$ cat src/hdl/chorus_modulated_delay_macros.svh
// ---------------------------------------------------------------------------
// Assertion macros for the chorus delay block
// Concurrent checks clocked on clk and disabled during rst.
// ---------------------------------------------------------------------------
`ifndef CHORUS_MODULATED_DELAY_MACROS_SVH
`define CHORUS_MODULATED_DELAY_MACROS_SVH

`ifndef SYNTHESIS
`define CMD_ASSERT_SAME(lbl, ante, cons) \
  lbl: assert property (@(posedge clk) disable iff (rst) (ante) |-> (cons)) \
    else $error("chorus delay check failed");
`define CMD_ASSERT_NEXT(lbl, ante, cons) \
  lbl: assert property (@(posedge clk) disable iff (rst) (ante) |=> (cons)) \
    else $error("chorus delay check failed");
`else
`define CMD_ASSERT_SAME(lbl, ante, cons)
`define CMD_ASSERT_NEXT(lbl, ante, cons)
`endif

`endif

$ cat src/hdl/cmd_pkg.sv
// ---------------------------------------------------------------------------
// cmd_pkg
// Shared widths, reset values and register codes of the chorus delay.
// ---------------------------------------------------------------------------
package cmd_pkg;

  localparam int SAMPLE_W     = 16;
  localparam int HALF_W       = 15;
  localparam int PERIOD_W     = 16;
  localparam int APB_AW       = 3;
  localparam int APB_DW       = 32;

  localparam logic [PERIOD_W-1:0] PERIOD_RESET = 16'd195;

  // register index is paddr[2]
  typedef enum logic {
    REG_LFO_PERIOD = 1'b0
  } reg_idx_t;

  typedef logic signed [SAMPLE_W-1:0] sample_t;
  typedef logic signed [HALF_W-1:0]   half_t;

endpackage

$ cat src/hdl/cmd_lfo.sv
// ---------------------------------------------------------------------------
// cmd_lfo
// Sweep control: period counter, delay length and direction.
// ---------------------------------------------------------------------------
`include "chorus_modulated_delay_macros.svh"

module cmd_lfo
  import cmd_pkg::*;
#(
  parameter int DEPTH = 340,
  parameter int AW    = 9
) (
  input  logic                clk,
  input  logic                rst,
  input  logic                step,
  input  logic [PERIOD_W-1:0] period,
  output logic [AW-1:0]       tap_delay,
  output logic                led_next
);

  localparam logic [AW-1:0] TOP = AW'(DEPTH - 1);

  logic [PERIOD_W-1:0] cnt, cnt_next;
  logic [AW-1:0]       dl_next;
  logic                falling, falling_next;
  logic                led;
  logic                match;

  always_comb begin
    match        = (cnt == period);
    dl_next      = tap_delay;
    led_next     = led;
    cnt_next     = cnt + 1'b1;
    if (match) begin
      led_next = falling;
      cnt_next = PERIOD_W'(1);
      if (!falling) begin
        dl_next = tap_delay + 1'b1;
      end else if (tap_delay != '0) begin
        dl_next = tap_delay - 1'b1;
      end
    end
    falling_next = falling;
    if (dl_next >= TOP) begin
      falling_next = 1'b1;
    end
    if (dl_next <= AW'(1)) begin
      falling_next = 1'b0;
    end
  end

  always_ff @(posedge clk) begin
    if (rst) begin
      cnt       <= '0;
      tap_delay <= '0;
      falling   <= 1'b0;
      led       <= 1'b0;
    end else if (step) begin
      cnt       <= cnt_next;
      tap_delay <= dl_next;
      falling   <= falling_next;
      led       <= led_next;
    end
  end

  `CMD_ASSERT_SAME(a_dl_range, 1'b1, tap_delay <= TOP)
  `CMD_ASSERT_NEXT(a_cnt_restart, step && match, cnt == PERIOD_W'(1))
  `CMD_ASSERT_SAME(a_turn_at_top, tap_delay == TOP, falling)

endmodule

$ cat config.mk
export PLATFORM = sky130hd
export DESIGN_NAME = cmd_lfo
export DESIGN_NICKNAME = d
export VERILOG_FILES = /design/src/hdl/cmd_pkg.sv /design/src/hdl/cmd_lfo.sv
export VERILOG_INCLUDE_DIRS = /design/src /design/src/hdl
export SDC_FILE = /design/constraint.sdc
export NUM_CORES = 1
export LEC_CHECK = 0
export BUFFER_PORTS_ARGS = -buffer_cell sky130_fd_sc_hd__buf_4
export CORE_UTILIZATION = 50
export DETAILED_ROUTE_END_ITERATION = 10
export PLACE_DENSITY = 0.71
export SKIP_CTS_REPAIR_TIMING = 1
export SYNTH_ARGS = -nofsm -noshare
export SYNTH_HDL_FRONTEND = slang
export SYNTH_SLANG_ARGS = --single-unit
$ cat constraint.sdc
create_clock -name clk -period 5.6 [get_ports clk]
set_input_delay 1.12 -clock clk [delete_from_list [all_inputs] [get_ports clk]]
set_output_delay 1.12 -clock clk [all_outputs]
set_load 0.01 [all_outputs]
**Word-level counts from Yosys, hierarchy flattened**

Cells that the tools add are included.
W data, S select, Z words.

- Flip-flop bits (word level): 27
- Input port bits: 19
- Output and inout bits: 10
- Logic and storage cells: 20

- Add/subtract/negate cells: 3
- Order comparisons: 2
- Equality and inequality tests: 1
- Mux-type cells: 7
- Reduce and logical (&&, ||, !) cells: 3

Operator list:

| kind | count |
|---|---|
| $mux W9 | 3 |
| $add A16 B1 Y16 const B | 1 |
| $eq A16 B16 Y1 | 1 |
| $mux W16 | 1 |
| $add A9 B1 Y9 const B | 1 |
| $ge A9 B9 Y1 const B | 1 |
| $le A9 B1 Y1 const B | 1 |
| $reduce_bool A9 Y1 | 1 |
| $sub A9 B1 Y9 const B | 1 |
| $mux W1 | 3 |
| $reduce_and A2 Y1 | 1 |
| $reduce_bool A2 Y1 | 1 |

**Longest topological paths before layout**

Gate-level depths: netlist of run 1.

- Word-level depth: 7
- Depth in mapped cells: 10
- Mapped depth without buffers: 9

**Worst setup path before layout of run 1**

No wires, ideal clock.

- Kind: input to output
- From: input port period[9]
- To: output port led_next
- Data arrival time: 2,478 ps
- Data required time: 4,480 ps
- Path slack: 2,002 ps
- Cell stages on the path: 6
- Buffers on the path: 2
- Cells stage by stage: xor2_1 > nor4_2 > and4_2 > clkbuf_8 > clkbuf_8 > mux2_2

- Longest elaborated chain between the ends: 2

Ends and longest elaborated chain:

| element | line | RTL |
|---|---|---|
| from (decl) | cmd_lfo.sv:16 | `input logic [PERIOD_W-1:0] period,` |
| $eq A16 B16 Y1 | cmd_lfo.sv:30 | `match = (cnt == period);` |
| $mux W1 | cmd_lfo.sv:34 | `if (match) begin` |
| to (decl) | cmd_lfo.sv:18 | `output logic led_next` |

No other way between the ends.

**Final worst setup path of run 1**

- From: input port period[5]
- To: output port led_next

The elaborated chain is that of the path after synthesis.

==> results of run 1 <==
-- placed cells by master, fill, tap and decap left out, types with 2 or more instances in the layout --
cell      instances
a21oi_1           4
a31oi_1           5
or4_4             2
nor2_1           31
nand4_1           4
xnor2_1          10
nor4_1            2
a211oi_2          2
buf_4            28
and3_2            2
clkbuf_8          3
nand3_1          14
mux2_2            2
nor4_2            5
o22ai_1           3
ha_1              4
inv_1             8
nand2_1          21
or2_2             2
nand3b_1          2
o21ai_0           5
nand2b_1          2
and3_1            3
nand4b_1          2
dfxtp_1          27
nor3_1            7
a311oi_1          3
xor2_1           30
-- metal layers --
layer	GRT usage	part of all wire	vias up	wire length, um
met1	0.3032	0.47	794	2049
met2	0.3620	0.46	50	1987
li1	-	-	877	-
met5	0	0	-	0
met3	0.02604	0.059	5	255
met4	0.07337	0.0099	0	43
-- area by class of cell --
type | instances | area share
clock inverters | 1 | 0.003361
repair buffers | 28 | 0.09412
well taps | 48 | 0.02689
inverters | 9 | 0.01513
multi-input cells | 190 | 0.6000
clock buffers | 3 | 0.01849
flip-flops and latches | 27 | 0.2420
-- logic make-up (layout without fill, tap and decap cells) --
kind of cell / count (synthesis) / in the layout
AOI/OAI and AO/OA: 35 / 35
xor gates and xnor gates: 40 / 40
adders and majority gates: 4 / 4
buffers and inverters: 19 / 41
DFF: 27 / 27
muxes: 3 / 3
and+or+nand+nor: 108 / 108
-- sequential cells by signal (all words and copies together), names as in the netlist --
| register | flops |
|---|---|
| cnt | 16 |
| falling | 1 |
| led | 1 |
| tap_delay | 9 |
-- path summary, 6_finish.rpt --
kind,startpoint,to,slack (ns)
worst max-delay path,period[5],led_next,1.70
worst min-delay path,led$_SDFFE_PP0P_,led$_SDFFE_PP0P_,0.47
worst max register to register,falling$_SDFFE_PP0P_,falling$_SDFFE_PP0P_,3.03
worst min register to register,led$_SDFFE_PP0P_,led$_SDFFE_PP0P_,0.47
-- metrics by stage --
stage / setup slack, ns / cells / instance area (um2)
2_1_floorplan: 2.002 / 236 / 1992
6_report: 1.704 / 306 / 2233
3_5_place_dp: 1.683 / 302 / 2185
4_1_cts: 1.695 / 306 / 2233
5_1_grt: 1.589 / 306 / 2233
3_3_place_gp: 1.722 / 302 / 2185
-- critical path: cells and delay by family --
| family | cells | cell delay (ns) |
|---|---|---|
| buffers and inverters | 2 | 0.25 |
| xor gates and xnor gates | 1 | 0.14 |
| and+or+nand+nor | 2 | 0.87 |
| muxes | 1 | 0.39 |
-- power by group through the flow --
stage,Sequential [W],Combinational (W),Clock [W]
final,0.000196,0.0000315,0.000119
after global routing,0.000197,0.0000349,0.000132
after CTS,0.000196,0.0000317,0.000122
after detailed placement,0.000201,0.0000316,0
after global placement,0.000201,0.0000316,0
after floorplan,0.000200,0.0000162,0
==> reports/results.ini, run 1 <==
[grt]
grt_usage = 0.2221
grt_pass1_wl_mm = 7.396
grt_max_degree = 20
grt_overflow = 0
grt_pass1_vias = 1564
antenna_found_initial = 0

[timing]
hold_ws_ns = 0.4716
worst_pin_slew_ns = 0.6172
skew_ns = 0.002466
rsz0062_at_grt = false
slew_viol_final = 0
setup_tns_ns = 0
setup_viol = 0
hold_viol_final = 0
period_share = 0.6957
layout_min_cycle_time_ns = 3.896
fmax_ghz = 0.2567
relSlewSlack = 0.5873

[critical_path]
max_stage_delay_ns = 0.52
cp-end-kind = primary output
crit_path_frequent_cell = buf_4
cp.arrival_ns = 2.78
cpMaxStageDelayCell = and4_2
critical_path_class = in -> out
crit_fanout = 19
path_cells = buf_4, xor2_1, nor4_2, and4_2, mux2_2, buf_4
worstRegToRegCells = 6
crit_required_ns = 4.48
cp-start-kind = primary input

[die]
fp-row-count = 22
die_h_um = 65.12
die_x_um = 65.12
die-area_mm2 = 0.004240
pin_count = 29
core_area_mm2 = 0.003744
initial_core_util = 0.5321

[drt]
drcViolationCount = 0
wl_per_cell_um = 14.17
antenna_left = 0
viasPerCell = 5.641
vias = 1726
drt-pass1-iter-count = 4
initialDrtViolationCount = 63
drt-total-wl_mm = 4.336

[finish]
multi_input_area_mm2 = 0.001340
synthToLayoutAreaGrowth_pct = 12.12
seq_area_um2 = 540.5
final_layout_size_suffix_gt1_frac = 0.2248
antenna_cells = 0
fin_nets = 282
fillers = 353
fin_util = 0.5966

[place]
place_hpwl_mm = 3.164
port_buffers = 28
place_congestion = 0.8607

[logic_synthesis]
ys_seq_elements = 27
async_reset_ff_frac = 0
synth_top_area_share = 0.2714
synth.most_common_cell = nor2_1
syn_area_per_cell_um2 = 8.440
synthFlopType = dfxtp_1
synth_compound_area_frac = 0.1514
synth_top_family_by_area = simple AND/OR/NAND/NOR gates
synth-xor-area-share = 0.1759
synthMuxAreaShare = 0.01633
ys_types = 55
synthCells = 236
ys_seq_area_frac = 0.2714
yosys.area_share.adder = 0.02513
synth_warnings = 0
synth_area_mm2 = 0.001992
synthTopCellsByCount = nor2_1 (31), xor2_1 (30), dfxtp_1 (27)
synthesis.nets = 259
synth_edf_count = 0
synth_area_leader_cell = dfxtp_1
synthSimpleGateAreaFrac = 0.3040
synth_area_leaders = dfxtp_1 (27%), xor2_1 (13%), nor2_1 (5.8%)

[status]
status = finished, final reports clean

[cts]
cts_buffer_depth = 2
cts_root_buf = clkbuf_8
cts_sinks = 27
htree_levels = 1
clk_pin_slew_ns = 0.10
insertion_delay_ns = 0.28
cts_made_buffers = 3
cts_tree = built

[pwr]
ir_drop_v = 0.00009007
p_total_w = 0.0003466
power_frac_comb = 0.091
p_leak_nw = 0.8542
power_switching_w = 0.00008620
seq_power_share = 0.567
powerDensity_mw_per_mm2 = 155.2
switching_share = 0.2487
p_int_w = 0.0002604
p_clk_frac = 0.342

[min_path]
hp-class = reg -> reg
worst_hold_path.num_cells = 2

[flow_run]
cap_violations = 0

(Power assumes the default switching activity.)
==> run 2, diff against run 1 <==
==> constraint.sdc (replaced) <==
create_clock -name clk -period 3.65 [get_ports clk]
set_input_delay 0.73 -clock clk [delete_from_list [all_inputs] [get_ports clk]]
set_output_delay 0.73 -clock clk [all_outputs]
set_load 0.01 [all_outputs]
==> reports/results.ini, run 2 (synthesis results as in run 1) <==
[status]
status = finished, final reports clean

[timing]
worst_pin_slew_ns = 0.5398
rsz0062_at_grt = false
period_share = 0.7813
hold_viol_final = 0
setup_tns_ns = 0
relSlewSlack = 0.6401
hold_ws_ns = 0.4575
layout_min_cycle_time_ns = 2.852
setup_viol = 0
fmax_ghz = 0.3507
slew_viol_final = 0
skew_ns = 0.006051

[finish]
multi_input_area_mm2 = 0.001340
fin_nets = 283
seq_area_um2 = 540.5
design_area_mm2 = 0.002238
final_common_cell = nor2_1
fin_util = 0.5979
synthToLayoutAreaGrowth_pct = 12.37
top_register = cnt
fillers = 343
largest_reg_flops = 16
reg_top3 = cnt (16), tap_delay (9)
final_layout_size_suffix_gt1_frac = 0.2278
antenna_cells = 0
final_cell_mix = nor2_1 (31), xor2_1 (30), buf_4 (29), dfxtp_1 (27), nand2_1 (21)

[pwr]
powerDensity_mw_per_mm2 = 234.6
ir_drop_v = 0.0002148
p_leak_nw = 0.8634

[cts]
cts_made_buffers = 3
clk_pin_slew_ns = 0.09
cts_tree = built
htree_levels = 1
cts_buffer_depth = 2
cts_sinks = 27
cts_root_buf = clkbuf_8
insertion_delay_ns = 0.28

[drt]
wl_per_cell_um = 13.93
viasPerCell = 5.550
drt-total-wl_mm = 4.278
met1_length_mm = 2.128
dr_wl_met3_um = 144
wl_met2_mm = 1.959
top_layer_used = met4
drcViolationCount = 0
antenna_left = 0
vias = 1704
initialDrtViolationCount = 83
drt-pass1-iter-count = 4

[critical_path]
crit_path_frequent_cell = buf_4
cp.arrival_ns = 2.12
max_stage_delay_ns = 0.35
cp-start-kind = primary input
regToRegSetupSlack_ns = 1.14
worstRegToRegCells = 6
rr_startpoint = falling$_SDFFE_PP0P_
r2r_end = falling$_SDFFE_PP0P_
cp-end-kind = primary output
cpMaxStageDelayCell = nor4_2
critical_path_class = in -> out
path_cells = buf_4, xor2_1, nor4_2, and4_2, mux2_2, buf_4
crit_fanout = 2
crit_required_ns = 2.92

[grt]
grt_usage = 0.2114
grt_max_degree = 19
grt_pass1_wl_mm = 6.955
antenna_found_initial = 0
grt_pass1_vias = 1513
grt_overflow = 0

[die]
fp-row-count = 22
pin_count = 29
die-area_mm2 = 0.004240
core_area_mm2 = 0.003744
die_h_um = 65.12
initial_core_util = 0.5321
die_x_um = 65.12

[place]
placed_area_mm2 = 0.002192
place_congestion = 0.8893
place_hpwl_mm = 3.200
port_buffers = 28

[min_path]
min-delay-start = led$_SDFFE_PP0P_
hp-class = reg -> reg
worst_hold_path.num_cells = 2
hold_end = led$_SDFFE_PP0P_

[flow_run]
cap_violations = 0

-- run 2: cell types whose count changed in the layout (fill, tap and decap cells not counted) --
cell,previous run,this run
clkinvlp_4,1,0
clkinv_2,0,1
buf_4,28,29
-- run 2: metrics by stage --
stage | total power, W | instances | setup WS, ns
after global placement | 0.0003565 | 303 | 0.7952
after global routing | 0.0005474 | 307 | 0.7332
final | 0.0005252 | 307 | 0.7983
after detailed placement | 0.0003569 | 303 | 0.8060
after CTS | 0.0005344 | 307 | 0.7951
after floorplan | 0.0003323 | 236 | 0.8318
-- run 2: worst max-delay path by stage --
stage,startpoint,end,slack [ns],depth (start not counted)
detailed placement,period[8],led_next,0.81,6
CTS,period[8],led_next,0.80,6
finish,period[8],led_next,0.80,6
floorplan,period[9],led_next,0.83,6
global route,period[8],led_next,0.73,6
global placement,period[8],led_next,0.80,6
-- run 2: critical path: cells and delay by family --
family	cells	cell delay (ns)
AND/OR/NAND/NOR	2	0.66
multiplexers	1	0.34
buffers and inverters	2	0.25
XOR/XNOR	1	0.14
-- run 2: final cells by class --
cell class,count,share of cell area
clock buffers,3,0.01845
clock inverters,1,0.002236
inverters,9,0.01509
multi-input cells,190,0.5987
flip-flops and latches,27,0.2415
well taps,48,0.02683
repair buffers,29,0.09726
-- run 2: layer usage --
metal / vias to the layer above / global-route usage
met2: 37 / 0.3424
met3: 6 / 0.03646
met4: 0 / 0.05707
met5: - / 0
met1: 778 / 0.2885
li1: 883 / -
-- run 2: report_power, final --
| part | internal, W | switching, W |
|---|---|---|
| Combinational | 0.0000249 | 0.0000237 |
| Sequential | 0.000297 | 0.00000438 |
| Clock | 0.0000768 | 0.0000985 |
| Total | 0.000399 | 0.000127 |
==> run 3, diff against run 2 <==
--- a/config.mk
+++ b/config.mk
@@ -9,7 +9,7 @@
 export BUFFER_PORTS_ARGS = -buffer_cell sky130_fd_sc_hd__buf_4
 export CORE_UTILIZATION = 50
 export DETAILED_ROUTE_END_ITERATION = 10
-export PLACE_DENSITY = 0.71
+export PLACE_DENSITY = 0.74
 export SKIP_CTS_REPAIR_TIMING = 1
 export SYNTH_ARGS = -nofsm -noshare
 export SYNTH_HDL_FRONTEND = slang
==> constraint.sdc (replaced) <==
create_clock -name clk -period 2.5 [get_ports clk]
set_input_delay 0.5 -clock clk [delete_from_list [all_inputs] [get_ports clk]]
set_output_delay 0.5 -clock clk [all_outputs]
set_load 0.01 [all_outputs]
==> reports/results.ini, run 3 (synthesis results as in run 1) <==
[timing]
relSlewSlack = 0.7075
fmax_ghz = 0.4035
hold_ws_ns = 0.4671
worst_pin_slew_ns = 0.4354
period_share = 0.9912
setup_viol = 0
slew_viol_final = 0
skew_ns = 0.002860
layout_min_cycle_time_ns = 2.478
hold_viol_final = 0

[cts]
cts_root_buf = clkbuf_8
cts_tree = built
cts_sinks = 27
cts_buffer_depth = 2
clk_pin_slew_ns = 0.10
cts_made_buffers = 3
insertion_delay_ns = 0.27
htree_levels = 1

[finish]
final_layout_size_suffix_gt1_frac = 0.3125
final_common_cell = buf_4
fin_util = 0.6374
fin_nets = 296
synthToLayoutAreaGrowth_pct = 19.79
final_cell_mix = buf_4 (41), nor2_1 (31), xor2_1 (29), nand2_1 (21), dfxtp_1 (15)
largest_reg_flops = 16
antenna_cells = 0
top_register = cnt
reg_top3 = cnt (16), tap_delay (9)

[critical_path]
path_cells = xor2_1, nor4_2, and4_4, mux2_2, buf_4
cp-end-kind = primary output
cp.arrival_ns = 1.98
max_stage_delay_ns = 0.40
crit_fanout = 4
cp-start-kind = flop
critical_path_buf_inv_count = 1
critical_path_class = reg -> out
cpMaxStageDelayCell = nor4_2
crit_required_ns = 2.00
critPathTopFamily = simple AND/OR/NAND/NOR gates

[drt]
wl_per_cell_um = 13.90
met1_length_mm = 2.112
top_layer_used = met4
dr_wl_met3_um = 232
antenna_left = 0
viasPerCell = 5.569
drt-total-wl_mm = 4.448
wl_met2_mm = 2.066
drt-pass1-iter-count = 4
drcViolationCount = 0
initialDrtViolationCount = 91
vias = 1782

[die]
fp-row-count = 22
die_x_um = 65.12
die-area_mm2 = 0.004240
initial_core_util = 0.5321
core_area_mm2 = 0.003744
pin_count = 29
die_h_um = 65.12

[grt]
grt_max_degree = 17
grt_overflow = 0
antenna_found_initial = 0
grt_usage = 0.2272
grt_pass1_wl_mm = 7.624
grt_pass1_vias = 1635

[place]
place_hpwl_mm = 3.359
port_buffers = 28
place_congestion = 0.8454

[min_path]
hp-class = reg -> reg

[flow_run]
cap_violations = 0

[pwr]
powerDensity_mw_per_mm2 = 324.2
ir_drop_v = 0.0002478
p_leak_nw = 0.9420

[status]
status = finished, final reports clean

-- run 3: changes by cell type in the layout (fill, tap and decap cells not counted), sizes merged --
cell      previous run  this run
buf                 29        42
clkinvlp             0         1
clkinv               1         0
-- run 3: routing by layer --
| metal | track usage | up-vias |
|---|---|---|
| li1 | - | 907 |
| met1 | 0.3376 | 819 |
| met2 | 0.3424 | 52 |
| met3 | 0.02951 | 4 |
| met4 | 0.05978 | 0 |
| met5 | 0 | - |
-- run 3: worst paths after layout --
kind                                                 from                    to  slack, ns  depth (start not counted)
worst min-delay path                     led$_SDFFE_PP0P_      led$_SDFFE_PP0P_       0.47                          2
worst min register to register           led$_SDFFE_PP0P_      led$_SDFFE_PP0P_       0.47                          2
worst max register to register  tap_delay[2]$_SDFFE_PP0P_  falling$_SDFFE_PP0P_       0.19                          7
worst max-delay path                  cnt[4]$_SDFFE_PP0P_              led_next       0.02                          5
-- run 3: worst register-to-register path: cells and delay by family (launching register included) --
kind / cells / cell delay [ns]
simple gates: 4 / 1.43
flops: 1 / 0.33
compound gates: 3 / 0.45
-- run 3: cell type report --
cell class	count	area, um2
clock buffers	3	41.29
clock inverters	1	7.507
fillers	351	1358
inverters	9	33.78
multi-input cells	190	1358
flip-flops and latches	27	558.0
well taps	48	60.06
repair buffers	42	327.8
-- run 3: metrics by stage --
stage	cell area [um2]	total power, W	setup WS, ns	TNS [ns]	std cells
after floorplan	1992	0.0004852	0.1418	0	236
after global placement	2302	0.0005234	0.08905	0	316
after detailed placement	2302	0.0005241	0.07390	0	316
after CTS	2351	0.0007832	-0.002912	-0.002912	320
after global routing	2386	0.0008038	-0.02802	-0.02802	320
final	2386	0.0007736	0.02198	0	320
-- run 3: where the power goes --
part	switching, W	internal (W)	total, W
registers	0.00000667	0.000433	0.000440
clock network	0.000144	0.000113	0.000257
logic	0.0000366	0.0000401	0.0000767
total	0.000188	0.000586	0.000774
